==> src/hdl/sdm_pkg.sv <==
`default_nettype none
// ---------------------------------------------------------------------------
// sdm_pkg
// Shared types and constants of the stream delimiter matcher.
// ---------------------------------------------------------------------------
package sdm_pkg;

  localparam int MAX_PATTERN_DEF = 8;

  localparam int PAT_BYTES_W = 64;
  localparam int PAT_LEN_W   = 4;
  localparam int PREFIX_W    = 4;
  localparam int COUNT_W     = 16;
  localparam int CFG_IDX_W   = 2;
  localparam int CFG_DATA_W  = 64;

  localparam int IN_TDATA_W  = 8;
  localparam int IN_TUSER_W  = 1;
  localparam int OUT_TDATA_W = 24;
  localparam int OUT_TUSER_W = 2;

  // Configuration register indexes.
  localparam logic [CFG_IDX_W-1:0] CFG_PATTERN_BYTES  = 2'd0;
  localparam logic [CFG_IDX_W-1:0] CFG_PATTERN_LENGTH = 2'd1;

  // Input command codes carried on tuser.
  localparam logic CMD_DATA = 1'b0;
  localparam logic CMD_DONE = 1'b1;

  // Control handed from the top level to every cell.
  typedef struct packed {
    logic load;   // a data word was accepted
    logic clear;  // end of source or full match: restart the search
  } cell_ctrl_t;

  typedef struct packed {
    logic                found;
    logic                ended_without_match;
    logic [PREFIX_W-1:0] matched_prefix;
    logic [COUNT_W-1:0]  consumed_count;
  } result_t;

endpackage : sdm_pkg
`default_nettype wire

==> src/hdl/sdm_cell.sv <==
`default_nettype none
// ---------------------------------------------------------------------------
// sdm_cell
// One pattern position: holds its partial-match bit and extends the match
// of its left neighbor when the incoming byte equals its pattern byte.
// ---------------------------------------------------------------------------
module sdm_cell
  import sdm_pkg::*;
(
  input  wire logic       clk,
  input  wire logic       rst_n,
  input  wire cell_ctrl_t ctrl,
  input  wire logic [7:0] data_byte,
  input  wire logic [7:0] pat_byte,
  input  wire logic       pos_en,
  input  wire logic       prev_bit,
  output logic            match_bit,
  output logic            next_bit
);

  logic match_r;
  logic match_nxt;

  assign next_bit = prev_bit & pos_en & (data_byte == pat_byte);

  always_comb begin
    match_nxt = match_r;
    if (ctrl.clear) begin
      match_nxt = 1'b0;
    end else if (ctrl.load) begin
      match_nxt = next_bit;
    end
  end

  always_ff @(posedge clk) begin
    if (!rst_n) begin
      match_r <= 1'b0;
    end else begin
      match_r <= match_nxt;
    end
  end

  assign match_bit = match_r;

endmodule : sdm_cell
`default_nettype wire

==> src/hdl/stream_delimiter_matcher_top.sv <==
`default_nettype none
// The result word of an accepted input word is registered in the output stage, or in the skid register on a stall.
// Throughput: one word per cycle while the skid register is empty; the cell row updates all pattern positions at once.
// A skid register holds a result word while the output is stalled; in_tready is low only while it is full.
// Reset (synchronous, rst_n low) clears the match bits, the byte count, the valid bits of
// both output stages, and sets the pattern to all zeros with length one.
// ---------------------------------------------------------------------------
// stream_delimiter_matcher_top
// Scans a byte stream for a configured delimiter of up to MAX_PATTERN bytes
// with a row of shift-and cells and reports one result word per input word.
// ---------------------------------------------------------------------------
module stream_delimiter_matcher_top
  import sdm_pkg::*;
#(
  parameter int MAX_PATTERN = MAX_PATTERN_DEF
) (
  input  wire logic                   clk,
  input  wire logic                   rst_n,
  // configuration
  input  wire logic                   cfg_wr_en,
  input  wire logic [CFG_IDX_W-1:0]   cfg_index,
  input  wire logic [CFG_DATA_W-1:0]  cfg_wdata,
  // input stream
  input  wire logic                   in_tvalid,
  output logic                        in_tready,
  input  wire logic [IN_TDATA_W-1:0]  in_tdata,   // [7:0] data_byte
  input  wire logic [IN_TUSER_W-1:0]  in_tuser,   // [0] cmd
  // result stream
  output logic                        out_tvalid,
  input  wire logic                   out_tready,
  output logic [OUT_TDATA_W-1:0]      out_tdata,  // [3:0] matched_prefix, [19:4] consumed_count
  output logic [OUT_TUSER_W-1:0]      out_tuser   // [0] found, [1] ended_without_match
);

  localparam logic [PAT_LEN_W-1:0] MaxLen = PAT_LEN_W'(MAX_PATTERN);

  logic [PAT_BYTES_W-1:0] pat_bytes_r;
  logic [PAT_LEN_W-1:0]   pat_len_r;
  logic [COUNT_W-1:0]     byte_cnt_r, byte_cnt_nxt;

  logic    out_valid_r, out_valid_nxt;
  logic    skid_valid_r, skid_valid_nxt;
  result_t out_r, out_nxt;
  result_t skid_r, skid_nxt;

  logic [PAT_LEN_W-1:0]   eff_len;
  logic [MAX_PATTERN-1:0] pos_en;
  logic [MAX_PATTERN-1:0] match_bits;
  logic [MAX_PATTERN-1:0] next_bits;
  logic                   accept;
  logic                   cmd;
  logic                   hit;
  logic [PREFIX_W-1:0]    prefix;
  logic [COUNT_W-1:0]     count_inc;
  cell_ctrl_t             ctrl;
  result_t                res;

  // Configuration registers.
  always_ff @(posedge clk) begin
    if (!rst_n) begin
      pat_bytes_r <= '0;
      pat_len_r   <= PAT_LEN_W'(1);
    end else if (cfg_wr_en) begin
      case (cfg_index)
        CFG_PATTERN_BYTES:  pat_bytes_r <= cfg_wdata;
        CFG_PATTERN_LENGTH: pat_len_r   <= cfg_wdata[PAT_LEN_W-1:0];
        default: ;
      endcase
    end
  end

  always_comb begin
    if (pat_len_r == '0) begin
      eff_len = PAT_LEN_W'(1);
    end else if (pat_len_r > MaxLen) begin
      eff_len = MaxLen;
    end else begin
      eff_len = pat_len_r;
    end
  end

  assign in_tready  = ~skid_valid_r;
  assign accept     = in_tvalid & in_tready;
  assign cmd        = in_tuser[0];
  assign ctrl.load  = accept & (cmd == CMD_DATA);
  assign ctrl.clear = accept & ((cmd == CMD_DONE) | hit);

  // Row of cells; each cell reads the registered bit of its left neighbor.
  for (genvar g = 0; g < MAX_PATTERN; g++) begin : g_cell
    assign pos_en[g] = PAT_LEN_W'(g) < eff_len;
    sdm_cell u_cell (
      .clk       (clk),
      .rst_n     (rst_n),
      .ctrl      (ctrl),
      .data_byte (in_tdata[7:0]),
      .pat_byte  (pat_bytes_r[8*g +: 8]),
      .pos_en    (pos_en[g]),
      .prev_bit  ((g == 0) ? 1'b1 : match_bits[(g == 0) ? 0 : g-1]),
      .match_bit (match_bits[g]),
      .next_bit  (next_bits[g])
    );
  end

  always_comb begin
    hit    = 1'b0;
    prefix = '0;
    for (int i = 0; i < MAX_PATTERN; i++) begin
      if (next_bits[i]) begin
        prefix = PREFIX_W'(i + 1);
        if (PAT_LEN_W'(i + 1) == eff_len) begin
          hit = 1'b1;
        end
      end
    end
  end

  assign count_inc = (byte_cnt_r == '1) ? byte_cnt_r : byte_cnt_r + COUNT_W'(1);

  always_comb begin
    if (cmd == CMD_DONE) begin
      res.found               = 1'b0;
      res.ended_without_match = 1'b1;
      res.matched_prefix      = '0;
      res.consumed_count      = byte_cnt_r;
    end else begin
      res.found               = hit;
      res.ended_without_match = 1'b0;
      res.matched_prefix      = prefix;
      res.consumed_count      = count_inc;
    end
  end

  always_comb begin
    byte_cnt_nxt = byte_cnt_r;
    if (ctrl.clear) begin
      byte_cnt_nxt = '0;
    end else if (ctrl.load) begin
      byte_cnt_nxt = count_inc;
    end
  end

  // Output register with a skid stage behind it.
  always_comb begin
    out_valid_nxt  = out_valid_r;
    out_nxt        = out_r;
    skid_valid_nxt = skid_valid_r;
    skid_nxt       = skid_r;
    if (out_tready || !out_valid_r) begin
      if (skid_valid_r) begin
        out_valid_nxt  = 1'b1;
        out_nxt        = skid_r;
        skid_valid_nxt = 1'b0;
      end else begin
        out_valid_nxt = accept;
        out_nxt       = res;
      end
    end else if (accept) begin
      skid_valid_nxt = 1'b1;
      skid_nxt       = res;
    end
  end

  always_ff @(posedge clk) begin
    if (!rst_n) begin
      byte_cnt_r   <= '0;
      out_valid_r  <= 1'b0;
      skid_valid_r <= 1'b0;
    end else begin
      byte_cnt_r   <= byte_cnt_nxt;
      out_valid_r  <= out_valid_nxt;
      skid_valid_r <= skid_valid_nxt;
    end
  end

  always_ff @(posedge clk) begin
    out_r  <= out_nxt;
    skid_r <= skid_nxt;
  end

  assign out_tvalid = out_valid_r;
  assign out_tdata  = {4'b0000, out_r.consumed_count, out_r.matched_prefix};
  assign out_tuser  = {out_r.ended_without_match, out_r.found};

endmodule : stream_delimiter_matcher_top
`default_nettype wire

==> config.mk <==
export PLATFORM = sky130hd
export DESIGN_NAME = stream_delimiter_matcher_top
export DESIGN_NICKNAME = d
export VERILOG_FILES = /design/src/hdl/sdm_pkg.sv /design/src/hdl/sdm_cell.sv /design/src/hdl/stream_delimiter_matcher_top.sv
export SDC_FILE = /design/constraint.sdc
export NUM_CORES = 1
export LEC_CHECK = 0
export BUFFER_PORTS_ARGS = -buffer_cell sky130_fd_sc_hd__buf_4
export CAP_MARGIN = 10
export CELL_PAD_IN_SITES_DETAIL_PLACEMENT = 0
export CELL_PAD_IN_SITES_GLOBAL_PLACEMENT = 1
export CORE_MARGIN = 4
export CORE_UTILIZATION = 45
export CTS_BUF_LIST = sky130_fd_sc_hd__clkbuf_4 sky130_fd_sc_hd__clkbuf_8
export DETAILED_ROUTE_END_ITERATION = 10
export HOLD_SLACK_MARGIN = 0.02
export PLACE_DENSITY = 0.8
export SYNTH_ARGS = -nofsm -noshare
export SYNTH_HDL_FRONTEND = slang
export SYNTH_SLANG_ARGS = --single-unit
==> constraint.sdc <==
create_clock -name clk -period 2.8 [get_ports clk]
set_input_delay 0 -clock clk [delete_from_list [all_inputs] [get_ports clk]]
set_output_delay 0 -clock clk [all_outputs]
set_load 0.01 [all_outputs]
### Yosys cells after proc, flatten, opt, wreduce, memory -nomap -nowiden

Cells that the tools add are included.

* magnitude comparators: 9
* eq/ne operators: 18
* reduce and logical (&&, ||, !) cells: 9
* $add $sub $neg: 1
* mux-type cells: 30
* bitwise logic cells: 23

Operators with widths (number)
* 8-bit equality test: 8
* 22-bit two-way mux: 2
* 4-bit two-way mux: 9
* 1-bit AND: 18
* 1-bit two-way mux: 18
* 16-bit by 1-bit adder with 16-bit output, second input constant: 1
* 16-bit equality test, second input constant: 1
* 3-bit by 4-bit equality test with 1-bit output, first input constant: 4
* 3-bit by 4-bit < comparator with 1-bit output, first input constant: 4
* 16-bit two-way mux: 1
* 2-bit by 4-bit equality test with 1-bit output, first input constant: 2
* 1-bit by 4-bit < comparator with 1-bit output, first input constant: 2
* 2-bit by 4-bit < comparator with 1-bit output, first input constant: 2
* 2-bit AND reduction: 3
* 1-bit by 4-bit equality test with 1-bit output, first input constant: 1
* 4-bit equality test, first input constant: 1
* 4-bit greater-than comparator, second input constant: 1
* 4-bit logical NOT: 1
* 1-bit inverter: 4
* 2-bit OR reduction: 2
* 2-bit by 1-bit equality test with 1-bit output, second input constant: 1
* 2-bit logical NOT: 1
* 1-bit logical NOT: 1
* 1-bit logical OR: 1
* 1-bit bitwise OR: 1

* input port bits: 80
* register bits: 137
* word-level logic and storage cells: 110
* output and inout bits: 28

### Logic depth before layout (Yosys ltp)

Gate-level depths: netlist of the first run.

* depth in word-level cells: 23
* depth in mapped cells: 8

### Hierarchy

Synthesis of the first run repeated with hierarchy kept, for this count alone.

* cells, all modules: 696
* area, all modules: 6799.0 um^2

By module, submodules not included
* stream_delimiter_matcher_top: sequential area each 3042.9 um^2, cells each 568, area each 5627.9 um^2, instances 1
* sdm_cell: sequential area each 20.0 um^2, cells each 16, area each 146.4 um^2, instances 8

### Worst setup path before layout of the first run

No wires, ideal clock.

* kind: register to register
* start: register out_valid_r (netlist: out_tvalid)
* end: register skid_r[0] (netlist bit), enable pin
* setup slack: 0.442 ns
* stages on the path, launching flop included: 3
* setup time: 0.401 ns
* path buffers: 0
* clock period less this slack: 2.358 ns
* data arrival time: 1.957 ns
* data required time: 2.399 ns
* cell sequence: dfxtp_1 > nand2b_1 > nor2_1

* longest elaborated chain between the ends: 4

Ends and longest elaborated chain
* start, declared: line stream_delimiter_matcher_top.sv:41 `logic out_valid_r, out_valid_nxt;`
* start signal, assigned: line stream_delimiter_matcher_top.sv:170 `out_valid_r <= out_valid_nxt;`
* 1-bit logical NOT: line stream_delimiter_matcher_top.sv:148 `if (out_tready || !out_valid_r) begin`
* 1-bit logical OR: line stream_delimiter_matcher_top.sv:148
* 1-bit inverter (no line)
* 2-bit AND reduction (no line)
* end signal, assigned: line stream_delimiter_matcher_top.sv:177 `skid_r <= skid_nxt;`
* end, declared: line stream_delimiter_matcher_top.sv:44 `result_t skid_r, skid_nxt;`

No other way between the ends.
A chain may end at the register's enable or synchronous reset.

### Worst setup path in the final report of the first run

* start: register pat_len_r[3]
* end: register g_cell[4].u_cell.match_r

* longest elaborated chain between the ends: 23
* elaborated cells between the ends (all ways): 54

Ends and longest elaborated chain
* start, declared: line stream_delimiter_matcher_top.sv:38 `logic [PAT_LEN_W-1:0] pat_len_r;`
* start signal, assigned: line stream_delimiter_matcher_top.sv:66 `CFG_PATTERN_LENGTH: pat_len_r <= cfg_wdata[PAT_LEN_W-1:0];`
* 4-bit greater-than comparator: line stream_delimiter_matcher_top.sv:75 `end else if (pat_len_r > MaxLen) begin`
* 4-bit two-way mux: line stream_delimiter_matcher_top.sv:75
* 4-bit two-way mux (*): line stream_delimiter_matcher_top.sv:73 `if (pat_len_r == '0) begin`
* 1-bit by 4-bit < comparator with 1-bit output / 1-bit by 4-bit equality test with 1-bit output (equally long branches): line stream_delimiter_matcher_top.sv:90, stream_delimiter_matcher_top.sv:110
* 1-bit AND / 1-bit two-way mux (equally long branches): line sdm_cell.sv:24, stream_delimiter_matcher_top.sv:110
* 1-bit two-way mux: line stream_delimiter_matcher_top.sv:108 `if (next_bits[i]) begin`
* 1-bit two-way mux: line stream_delimiter_matcher_top.sv:110 `if (PAT_LEN_W'(i + 1) == eff_len) begin`
* 1-bit two-way mux: line stream_delimiter_matcher_top.sv:108
* [... 7 more ...]
* 1-bit two-way mux: line stream_delimiter_matcher_top.sv:108
* 1-bit two-way mux: line stream_delimiter_matcher_top.sv:110
* 1-bit two-way mux: line stream_delimiter_matcher_top.sv:108
* 1-bit two-way mux: line stream_delimiter_matcher_top.sv:110
* 1-bit two-way mux: line stream_delimiter_matcher_top.sv:108
* 1-bit bitwise OR: line stream_delimiter_matcher_top.sv:86 `assign ctrl.clear = accept & ((cmd == CMD_DONE) | hit);`
* 1-bit AND: line stream_delimiter_matcher_top.sv:86
* 2-bit OR reduction (no line)
* end signal, assigned: line sdm_cell.sv:39 `match_r <= match_nxt;`
* end, declared: line sdm_cell.sv:21 `logic match_r;`

Mark *: on every way between the ends. The rest lies on a longest branch, timed or not.

==> metrics.md, run 1 <==
| Metric | Value |
|---|---|
| Status | `completed` |
| Post-synthesis register bit count | `roughly 140` |
| WHS | `0.118 ns` |
| Initial Utilization | `0.460` |
| Vias | `between 5k and 6k` |
| Layout cells sized above 1 | `0.211` |
| Fill count | `1,221` |
| Sw Ratio | `0.245` |
| Worst-path clk slew | `0.07 ns` |
| Fin Setup TNS | `0 ns` |
| Cell Pwr Density | `492 mW/mm^2` |
| Pin count of the biggest net entering global routing | `73` |
| Pre-Repair DR Iteration Count | `4` |
| Dpl hpwl | `12,200 um` |
| GR Util All Layers | `0.221` |
| DRC Markers | `0` |
| Area contributors post-synth | `dfxtp_1 (28%), edfxtp_1 (20%), nand2_1 (8.8%), a21boi_0 (7.3%), xnor2_1 (6.8%)` |
| Number of global-route vias before repair | `5,648` |
| Depth of the CTS H-tree | `4` |
| Slew of the pin with the lowest slew margin | `0.807 ns` |
| EDFF count, synth | `between 40 and 50` |
| WP buf/inv | `1` |
| Maximum clock path buffer count | `2` |
| CP endpoint kind | `flop` |
| Die outline height | `130 um` |
| Most common cell after layout, fill and taps aside | `nand2_1` |
| CTS Hold Bufs | `78` |
| Worst setup path startpoint | `pat_len_r[3]` |
| Worst R2R Start | `pat_len_r[3]` |
| Hold wc startpoint | `rst_n` |
| Logic gate share of total power | `0.118` |
| Worst setup margin | `between 0.3 and 0.4 ns` |
| Worst-path maximum fanout | `20` |
| CP top delay family | `simple AND/OR/NAND/NOR gates` |
| Gate Count Post-Synth | `709` |
| DRT iter0 DRCs | `345` |
| Achievable Freq | `~400 MHz` |
| Die area | `0.0169 mm^2` |
| Clock sink count | `between 100 and 150` |
| DR vias/cell | `approximately 5` |
| Setup Crit Path Kind | `flop to flop` |
| Synth area leader | `dfxtp_1` |
| Num rows | `44` |
| Min Tclk post-route | `2.49 ns` |
| Psw | `0.00106 W` |
| CTS tree | `yes` |
| Quantity of gates resized following cts | `0` |
| Routability cong. | `0.873` |
| Int Power | `between 0.003 and 0.004 W` |
| Post-synth top flop | `dfxtp_1` |
| Initial antenna violation count | `0` |
| Commonest cells after routing, fill and taps aside | `nand2_1 (157), buf_4 (116), dfxtp_1 (93), dlygate4sd3_1 (78), a21boi_0 (65)` |
| Ys async rst share | `0` |
| Mapped Avg Cell Area | `approximately 9.5 um^2` |
| Sequential power share | `0.495` |
| First-pass GRT wire length | `29,000 um` |
| Clk_lat worst skew | `about 0.44 ns` |
| Post-route ant nets | `0` |
| I/O Buffers | `103` |
| Critical path startpoint category | `flop` |
| Multi-input gate area | `about 0.0033 mm^2` |
| LEAKAGE | `3.30 nW` |
| Pre-CTS WS | `roughly 0.32 ns` |
| Synth cell types | `56` |
| CP cell instances | `o21ai_0 > or4_4 > or4_1 > and4_4 > a21oi_2 > buf_4 > nor3_1` |
| Synth warn | `0` |
| Ant diodes | `0` |
| Core area | `0.0146 mm^2` |
| Root buffer cell | `clkbuf_8` |
| Peak supply drop | `0.293 mV` |
| Arrival @ worst endpoint | `2.80 ns` |
| Hold Vio Cnt, Final | `0` |
| Required time of the critical path | `about 3.1 ns` |
| Congestion Overflow GR | `0` |
| Post-Route WL | `roughly 18,000 um` |
| Num ports | `108` |
| Die width | `between 100 and 150 um` |
| Max_cap viols | `0` |
| Max_slew headroom | `0.462` |
| Top-area cell type share of the netlist area | `0.277` |
| Register area | `about 0.0032 mm^2` |
| Final critical-path share of the clock period | `0.889` |
| Count of pins over their slew limit | `0` |
| Post-CTS Setup Bufs | `0` |
| Num CTS Buffers | `17` |
| RSZ-0062 raised after global routing | `no` |
| Wire length per cell | `around 17 um` |
| HP Class | `input pin to flop` |
| Non-Filler Instances | `1,077` |
| Area Overhead vs Synth | `31.5%` |
| Clock Skew | `0.0107 ns` |
| Final setup vio count | `0` |
| Syn Std Cell Area | `0.00671 mm^2` |
| Final #Nets | `961` |
| Slowest Stage Delay on Critical Path | `0.58 ns` |
| Worst path slowest cell | `dfxtp_1` |
| Seq/Total Area, Yosys | `0.474` |
| Clk pwr share | `0.387` |
| Total power | `around 0.0043 W` |
| DP Cell Count | `967` |
## cells in the mapped netlist, drive strengths merged (2+ instances only)
master / instances
o21a: 2
and2: 4
a21o: 2
inv: 5
nor4b: 3
a21boi: 65
o21ai: 10
mux2: 23
clkbuf: 33
nor2: 23
or3: 3
o2111ai: 2
nand2b: 6
nor3b: 4
or4: 2
nand4: 10
nand2: 157
a21oi: 8
nor4: 12
or2: 2
edfxtp: 44
nand3: 24
a31o: 2
nor2b: 6
buf: 14
dfxtp: 93
nor3: 31
nand3b: 3
and4: 6
xor2: 28
a211oi: 2
mux2i: 10
xnor2: 52
and3: 4
o31ai: 4
## worst reg2reg max path: cells and delay by family (launching register included)
kind,cells,cell delay (ns)
AND/OR/NAND/NOR,4,1.23
flip-flops,1,0.58
AO/OA/AOI/OAI,2,0.29
buffers and inverters,1,0.27
## flip-flops by register name, indices dropped and copies added, names as in the netlist
register / flops
pat_bytes_r: 64
skid_r: 22
out_tdata: 20
byte_cnt_r: 16
g_cell.u_cell.match_bit: 7
pat_len_r: 4
out_tuser: 2
out_tvalid: 1
skid_valid_r: 1
## power by group through the flow
| stage | logic [W] | clock network (W) | registers [W] |
|---|---|---|---|
| floorplan | 0.000236 | 0 | 0.00219 |
| global placement | 0.000427 | 0 | 0.00219 |
| detailed placement | 0.000432 | 0 | 0.00219 |
| CTS | 0.000513 | 0.00173 | 0.00215 |
| global route | 0.000559 | 0.00181 | 0.00215 |
| finish | 0.000511 | 0.00168 | 0.00215 |
## worst paths after layout
path	endpoint	cells after the start	slack, ns
worst max-delay path	g_cell[4].u_cell.match_bit	7	0.31
worst min-delay path	pat_bytes_r[33]	2	0.12
worst max register to register	g_cell[4].u_cell.match_bit	7	0.31
worst min register to register	pat_bytes_r[55]	2	0.48
## cell type report
cell class,count,share of cell area
clock inverter,14,0.0194
timing repair buffer,196,0.192
tap,184,0.0261
sequential,137,0.361
inverter,5,0.00213
multi-input combinational,523,0.373
clock buffer,18,0.0274
## through the flow
step	instance area, um^2	util
2_1_floorplan	6720	-
3_3_place_gp	7630	0.523
3_5_place_dp	7630	0.523
4_1_cts	8830	0.605
5_1_grt	8830	0.605
6_report	8830	0.605
## kinds of logic (layout without fill, tap and decap cells)
logic type	Yosys count	in the layout	share of synthesized area
simple gates	302	302	0.216
flops	137	137	0.474
compound gates	103	103	0.111
xor+xnor	80	80	0.104
buf+inv	52	233	0.0379
mux	33	33	0.0535
fa+ha+maj	1	1	0.00186
other cells	1	4	0.000559
## metal layers
layer	routed length, um	global-route usage	vias up
met5	0	0	-
met4	328	0.0740	0
met3	603	0.0389	30
met2	9290	0.398	101
met1	7580	0.266	2591
li1	-	-	2789
(Power assumes the default switching activity.)
==> inputs of run 2 (changes only) <==
CORE_UTILIZATION = 41   (was 45)
PLACE_DENSITY = 0.77   (was 0.8)
SYNTH_HIERARCHICAL = 1   (was unset)
clock period = 2.1 ns   (was 2.8 ns; I/O delays follow)
==> run 2 against run 1 <==
Effect of this change:
- the run now ends with setup timing left
- total power grew 37%
- count of clock-buffer cells in the layout grew 3
- clock power grew 38%
- combinational power grew 47%
- design area grew 9.8%
- hold slack gained 0.053 ns
- critical path type unchanged
==> metrics.md, run 2 <==
| Metric | Value |
|---|---|
| Congestion Overflow GR | `0 (unchanged)` |
| Pin count of the biggest net entering global routing | `65 (was 73)` |
| First-pass GRT wire length | `28,100 um (was 29,000 um)` |
| Max_cap viols | `0 (unchanged)` |
| Fill count | `1,378 (was 1,221)` |
| Min Tclk post-route | `2.44 ns (was 2.49 ns)` |
| Routability cong. | `0.856 (was 0.873)` |
| Syn Std Cell Area | `0.00676 mm^2 (was 0.00671 mm^2)` |
| CTS tree | `yes (unchanged)` |
| Wl on met1 | `7890 um (was 7580 um)` |
| Number of global-route vias before repair | `5,723 (was 5,648)` |
| Biggest register | `pat_bytes_r (unchanged)` |
| Fin Setup TNS | `-6.90 ns (was 0 ns)` |
| Post-route ant nets | `0 (unchanged)` |
| Most common cell after layout, fill and taps aside | `buf_4 (was nand2_1)` |
| LEAKAGE | `3.83 nW (was 3.30 nW)` |
| Synth warn | `6 (was 0)` |
| Reg2reg end | `byte_cnt_r[2] (was g_cell[4].u_cell.match_bit)` |
| Gate Count Post-Synth | `692 (was 709)` |
| Sw Ratio | `0.238 (was 0.245)` |
| Num CTS Buffers | `17 (unchanged)` |
| Setup Crit Path Kind | `flop to flop (unchanged)` |
| Hold wc startpoint | `cfg_index[1] (was rst_n)` |
| Failing checks | `setup timing` |
| Clock Skew | `0.0104 ns (was 0.0107 ns)` |
| Area Overhead vs Synth | `43.4% (was 31.5%)` |
| DR vias/cell | `4.94 (was 5.12)` |
| Die width | `136 um (was 130 um)` |
| Num rows | `46 (was 44)` |
| Peak supply drop | `0.363 mV (was 0.293 mV)` |
| Root buffer cell | `clkbuf_8 (unchanged)` |
| Commonest cells after routing, fill and taps aside | `buf_4 (169), nand2_1 (152), dfxtp_1 (82), dlygate4sd3_1 (79), a21boi_0 (65) (was nand2_1 (157), buf_4 (116), dfxtp_1 (93), dlygate4sd3_1 (78), a21boi_0 (65))` |
| Die outline height | `136 um (was 130 um)` |
| Max layer used | `met4 (unchanged)` |
| I/O Buffers | `103 (unchanged)` |
| Achievable Freq | `410 MHz (was 402 MHz)` |
| CP endpoint kind | `flop (unchanged)` |
| Slew of the pin with the lowest slew margin | `0.637 ns (was 0.807 ns)` |
| Critical path startpoint category | `flop (unchanged)` |
| Clk pwr share | `0.392 (was 0.387)` |
| Routed length on met3 | `678 um (was 603 um)` |
| Maximum clock path buffer count | `2 (unchanged)` |
| Worst R2R Start | `pat_len_r[3] (unchanged)` |
| Clk_lat worst skew | `0.44 ns (about the same)` |
| Worst-path clk slew | `0.08 ns (was 0.07 ns)` |
| Int Power | `0.00451 W (was 0.00327 W)` |
| Clock sink count | `137 (unchanged)` |
| Pre-Repair DR Iteration Count | `5 (was 4)` |
| Final critical-path share of the clock period | `1.16 (was 0.889)` |
| Max reg flops | `64 (unchanged)` |
| Hold EP | `pat_len_r[1] (was pat_bytes_r[33])` |
| Arrival @ worst endpoint | `2.81 ns (was 2.80 ns)` |
| Wire length per cell | `15.1 um (was 16.5 um)` |
| Non-Filler Instances | `1,157 (was 1,077)` |
| Dpl hpwl | `12,000 um (was 12,200 um)` |
| Final setup vio count | `25 (was 0)` |
| FF-to-FF path depth | `10 (was 7)` |
| Mapped Avg Cell Area | `9.76 um^2 (was 9.46 um^2)` |
| Worst setup margin | `-0.337 ns (was 0.311 ns)` |
| DP Cell Count | `1,034 (was 967)` |
| GR Util All Layers | `0.192 (was 0.221)` |
| Die area | `0.0186 mm^2 (was 0.0169 mm^2)` |
| Slowest Stage Delay on Critical Path | `0.38 ns (was 0.58 ns)` |
| Met2 wire length | `8660 um (was 9290 um)` |
| HP Class | `input pin to flop (unchanged)` |
| R2R setup slack | `-0.34 ns (was 0.31 ns)` |
| Worst-path maximum fanout | `6 (was 20)` |
| Layout cells sized above 1 | `0.322 (was 0.211)` |
| Max_slew headroom | `0.575 (was 0.462)` |
| Core area | `0.0160 mm^2 (was 0.0146 mm^2)` |
| Final #Nets | `1,009 (was 961)` |
| Initial Utilization | `0.422 (was 0.460)` |
| Initial antenna violation count | `0 (unchanged)` |
| Depth of the CTS H-tree | `4 (unchanged)` |
| Sequential power share | `0.481 (was 0.495)` |
| RSZ-0062 raised after global routing | `yes (was no)` |
| Vias | `5,718 (was 5,511)` |
| Count of pins over their slew limit | `0 (unchanged)` |
| Status | `finished, violations left (was completed)` |
| Cell Pwr Density | `612 mW/mm^2 (was 492 mW/mm^2)` |
| Hold Path Depth | `4 (was 2)` |
| Hold Vio Cnt, Final | `0 (unchanged)` |
| CP cell instances | `or3_1 > nand2_1 > nor4_2 > mux2_4 > a32o_2 > a2111oi_4 > buf_4 > a22oi_4 > buf_12 > nor3_2 (was o21ai_0 > or4_4 > or4_1 > and4_4 > a21oi_2 > buf_4 > nor3_1)` |
| Ant diodes | `0 (unchanged)` |
| DRT iter0 DRCs | `256 (was 345)` |
| Logic gate share of total power | `0.127 (was 0.118)` |
| Required time of the critical path | `2.48 ns (was 3.11 ns)` |
| Psw | `0.00141 W (was 0.00106 W)` |
| Num ports | `108 (unchanged)` |
| DRC Markers | `0 (unchanged)` |
| Post-Route WL | `17,500 um (was 17,800 um)` |
| Worst path slowest cell | `or3_1 (was dfxtp_1)` |
==> run 2: metal layers <==
layer  vias to the layer above  global-route usage
met5                         -                   0
met4                         0              0.0594
met3                        18              0.0403
met2                       120               0.327
met1                      2721               0.243
li1                       2859                   -
==> run 2: what timing repair did <==
action | CTS | global route
pin swaps | 3 | 18
endpoints found under the hold margin | 74 | 0
gates cloned | 0 | 2
buffers inserted | 3 | 7
setup endpoints to repair | 28 | 38
hold buffers | 79 | 0
gates resized for setup | 9 | 44
==> run 2: layout make-up <==
cell class                      instances  area [um^2]  area share
Multi-Input combinational cell        503         3560       0.368
Clock buffer                           21          289      0.0298
Inverter                               13         48.8     0.00504
Tap cell                              216          270      0.0279
Timing Repair Buffer                  256         2170       0.224
Sequential cell                       137         3210       0.331
Clock inverter                         11          144      0.0149
==> run 2: worst max-delay path: cells and delay by family (launching register included) <==
kind                   cells  cell delay (ns)
DFF                        1             0.37
muxes                      1             0.27
and+or+nand+nor            4             0.66
AOI/OAI and AO/OA          3             0.69
buffers and inverters      2             0.38
==> run 2: power groups by stage <==
stage                     Clock, W  Combinational [W]  Sequential, W
after floorplan                  0           0.000304        0.00292
after global placement           0           0.000596        0.00291
after CTS                  0.00237           0.000730        0.00286
after detailed placement         0           0.000605        0.00292
final                      0.00232           0.000752        0.00285
after global routing       0.00251           0.000813        0.00286
==> run 2: worst max path at each step <==
stage / startpoint / to / slack [ns] / cells after the start
2_1_floorplan: pat_len_r[3] / g_cell[6].u_cell/match_bit / -0.35 / 10
3_3_place_gp: pat_len_r[2] / byte_cnt_r[4] / -0.28 / 12
3_5_place_dp: pat_len_r[2] / byte_cnt_r[3] / -0.33 / 12
4_1_cts: pat_len_r[3] / g_cell[6].u_cell/match_bit / -0.30 / 9
5_1_grt: pat_len_r[3] / g_cell[6].u_cell/match_bit / -0.42 / 9
6_report: pat_len_r[3] / byte_cnt_r[2] / -0.34 / 10
==> run 2: per-stage QoR <==
step	hold slack [ns]	setup slack [ns]	util	cell area, um^2	power [W]
final	0.171	-0.337	0.606	9690	0.00593
after floorplan	0.0989	-0.355	-	6820	0.00323
after detailed placement	0.244	-0.333	0.509	8150	0.00352
after global routing	0.172	-0.418	0.606	9690	0.00618
after CTS	0.150	-0.296	0.590	9450	0.00596
after global placement	0.237	-0.282	0.509	8150	0.00351
==> inputs of run 3 (changes only) <==
SYNTH_HIERARCHICAL = unset   (was 1)
==> run 3 against run 2 <==
Effect of this change:
- routed wire length increased by 4.9%
- critical path depth decreased by 2
- die area decreased by 0.63%
- register-to-register slack improved by 0.27 ns
- the flow still finishes with violations (setup timing)
- highest routed layer unchanged
- largest power group unchanged
- sequential share of layout area increased by 1.3 points
- count of clock-buffer cells in the layout decreased by 4
- final cell count decreased by 0.86%
==> metrics.md, run 3 (synthesis gave the netlist of run 1 again) <==
| Metric | Value |
|---|---|
| Count of pins over their slew limit | `0 (unchanged)` |
| Pre-Repair DR Iteration Count | `5 (unchanged)` |
| Dpl cell area | `0.00806 mm^2 (was 0.00815 mm^2)` |
| Root buffer cell | `clkbuf_8 (unchanged)` |
| Ant diodes | `0 (unchanged)` |
| Worst-path maximum fanout | `5 (was 6)` |
| Max reg flops | `64 (unchanged)` |
| Worst-path clk slew | `0.08 ns (about the same)` |
| DP Cell Count | `1,043 (was 1,034)` |
| Final critical-path share of the clock period | `1.03 (was 1.16)` |
| Vias | `5,771 (was 5,718)` |
| Max_slew headroom | `0.561 (was 0.575)` |
| Required time of the critical path | `2.44 ns (was 2.48 ns)` |
| Dpl hpwl | `12,900 um (was 12,000 um)` |
| Most common cell after layout, fill and taps aside | `buf_4 (unchanged)` |
| Achievable Freq | `461 MHz (was 410 MHz)` |
| Max_cap viols | `0 (unchanged)` |
| Fill count | `1,410 (was 1,378)` |
| Clk_lat worst skew | `0.45 ns (was 0.44 ns)` |
| GR Util All Layers | `0.204 (was 0.192)` |
| Die outline height | `136 um (about the same)` |
| CP endpoint kind | `flop (unchanged)` |
| Post-route ant nets | `0 (unchanged)` |
| Final #Nets | `999 (was 1,009)` |
| Hold Vio Cnt, Final | `0 (unchanged)` |
| Cell Pwr Density | `602 mW/mm^2 (was 612 mW/mm^2)` |
| DRT iter0 DRCs | `304 (was 256)` |
| CTS tree | `yes (unchanged)` |
| RSZ-0062 raised after global routing | `yes (unchanged)` |
| Wire length per cell | `16.0 um (was 15.1 um)` |
| Die area | `0.0185 mm^2 (was 0.0186 mm^2)` |
| Number of global-route vias before repair | `5,846 (was 5,723)` |
| Min Tclk post-route | `2.17 ns (was 2.44 ns)` |
| Post-Route WL | `18,300 um (was 17,500 um)` |
| Peak supply drop | `0.410 mV (was 0.363 mV)` |
| Clock Skew | `0.00893 ns (was 0.0104 ns)` |
| Critical path startpoint category | `flop (unchanged)` |
| Arrival @ worst endpoint | `2.51 ns (was 2.81 ns)` |
| Biggest register | `pat_bytes_r (unchanged)` |
| Clock sink count | `137 (unchanged)` |
| Layout cells sized above 1 | `0.295 (was 0.322)` |
| DR vias/cell | `5.03 (was 4.94)` |
| Depth of the CTS H-tree | `4 (unchanged)` |
| Register area | `0.00319 mm^2 (was 0.00321 mm^2)` |
| Num ports | `108 (unchanged)` |
| Maximum clock path buffer count | `2 (unchanged)` |
| Non-Filler Instances | `1,147 (was 1,157)` |
| Area Overhead vs Synth | `38.5% (was 43.4%)` |
| Routability cong. | `0.881 (was 0.856)` |
| Setup Crit Path Kind | `flop to flop (unchanged)` |
| Multi-input gate area | `0.00347 mm^2 (was 0.00356 mm^2)` |
| Die width | `136 um (about the same)` |
| Commonest cells after routing, fill and taps aside | `buf_4 (160), nand2_1 (156), dfxtp_1 (87), dlygate4sd3_1 (68), a21boi_0 (65) (was buf_4 (169), nand2_1 (152), dfxtp_1 (82), dlygate4sd3_1 (79), a21boi_0 (65))` |
| LEAKAGE | `3.57 nW (was 3.83 nW)` |
| Initial antenna violation count | `0 (unchanged)` |
| Failing checks | `setup timing (unchanged)` |
| HP Class | `input pin to flop (unchanged)` |
| First-pass GRT wire length | `29,300 um (was 28,100 um)` |
| Status | `finished, violations left (unchanged)` |
| Num CTS Buffers | `17 (unchanged)` |
| Core area | `0.0159 mm^2 (was 0.0160 mm^2)` |
| Slew of the pin with the lowest slew margin | `0.659 ns (was 0.637 ns)` |
| Initial Utilization | `0.421 (was 0.422)` |
| Pin count of the biggest net entering global routing | `70 (was 65)` |
| Worst setup margin | `-0.0676 ns (was -0.337 ns)` |
| R2R setup slack | `-0.07 ns (was -0.34 ns)` |
| Final setup vio count | `19 (was 25)` |
| Final Instance Area | `0.00930 mm^2 (was 0.00969 mm^2)` |
| Total power | `0.00559 W (was 0.00593 W)` |
| Num rows | `46 (unchanged)` |
| I/O Buffers | `103 (unchanged)` |
| Congestion Overflow GR | `0 (unchanged)` |
| DRC Markers | `0 (unchanged)` |
-- run 3: per-stage QoR --
stage               hold slack [ns]  worst slack [ns]   util  TNS, ns
finish                       0.0495           -0.0676  0.583   -0.704
global route                 0.0357            -0.137  0.583    -2.44
CTS                          0.0369            -0.104  0.580    -1.78
detailed placement            0.260            -0.154  0.506    -2.48
global placement              0.262            -0.116  0.506    -1.96
floorplan                    0.0989           -0.0218      -   -0.354
-- run 3: worst paths after layout --
| kind | from | end | cells after the start |
|---|---|---|---|
| setup / recovery | pat_bytes_r[30] | byte_cnt_r[7] | 8 |
| hold / removal | out_tready | skid_r[21] | 3 |
| setup reg to reg | pat_bytes_r[30] | byte_cnt_r[7] | 8 |
| hold reg to reg | pat_bytes_r[30] | pat_bytes_r[30] | 2 |
-- run 3: critical path, stage by stage (launching register included) --
cell     delay, ns
dfxtp_2       0.33
xor2_1        0.14
or4_4         0.53
or4_4         0.42
and4_4        0.18
a21oi_4       0.18
buf_6         0.14
buf_16        0.11
nor3_1        0.04
-- run 3: final cells by class --
| class | instances | area share |
|---|---|---|
| multi-input combinational | 523 | 0.373 |
| sequential | 137 | 0.344 |
| timing repair buffer | 234 | 0.213 |
| tap | 216 | 0.0291 |
| clock buffer | 17 | 0.0252 |
| clock inverter | 15 | 0.0139 |
| inverter | 5 | 0.00202 |
-- run 3: power by group --
| part | internal [W] | switching, W |
|---|---|---|
| Clock | 0.000855 | 0.00116 |
| Combinational | 0.000389 | 0.000334 |
| Sequential | 0.00281 | 0.0000445 |
| Total | 0.00406 | 0.00154 |
-- run 3: per-layer routing --
metal	vias to the layer above	wire, um	GRT usage
li1	2869	-	-
met1	2760	7830	0.243
met2	115	9630	0.369
met3	27	554	0.0433
met4	0	296	0.0582
met5	-	0	0
-- run 3: repair_timing --
action / in CTS / in global routing
setup endpoints to repair: 22 / 38
hold buffers: 68 / 0
buffers inserted: 4 / 0
cloned: 2 / 0
resized for setup: 15 / 26
pin swaps: 8 / 5
endpoints found under the hold margin: 76 / 0
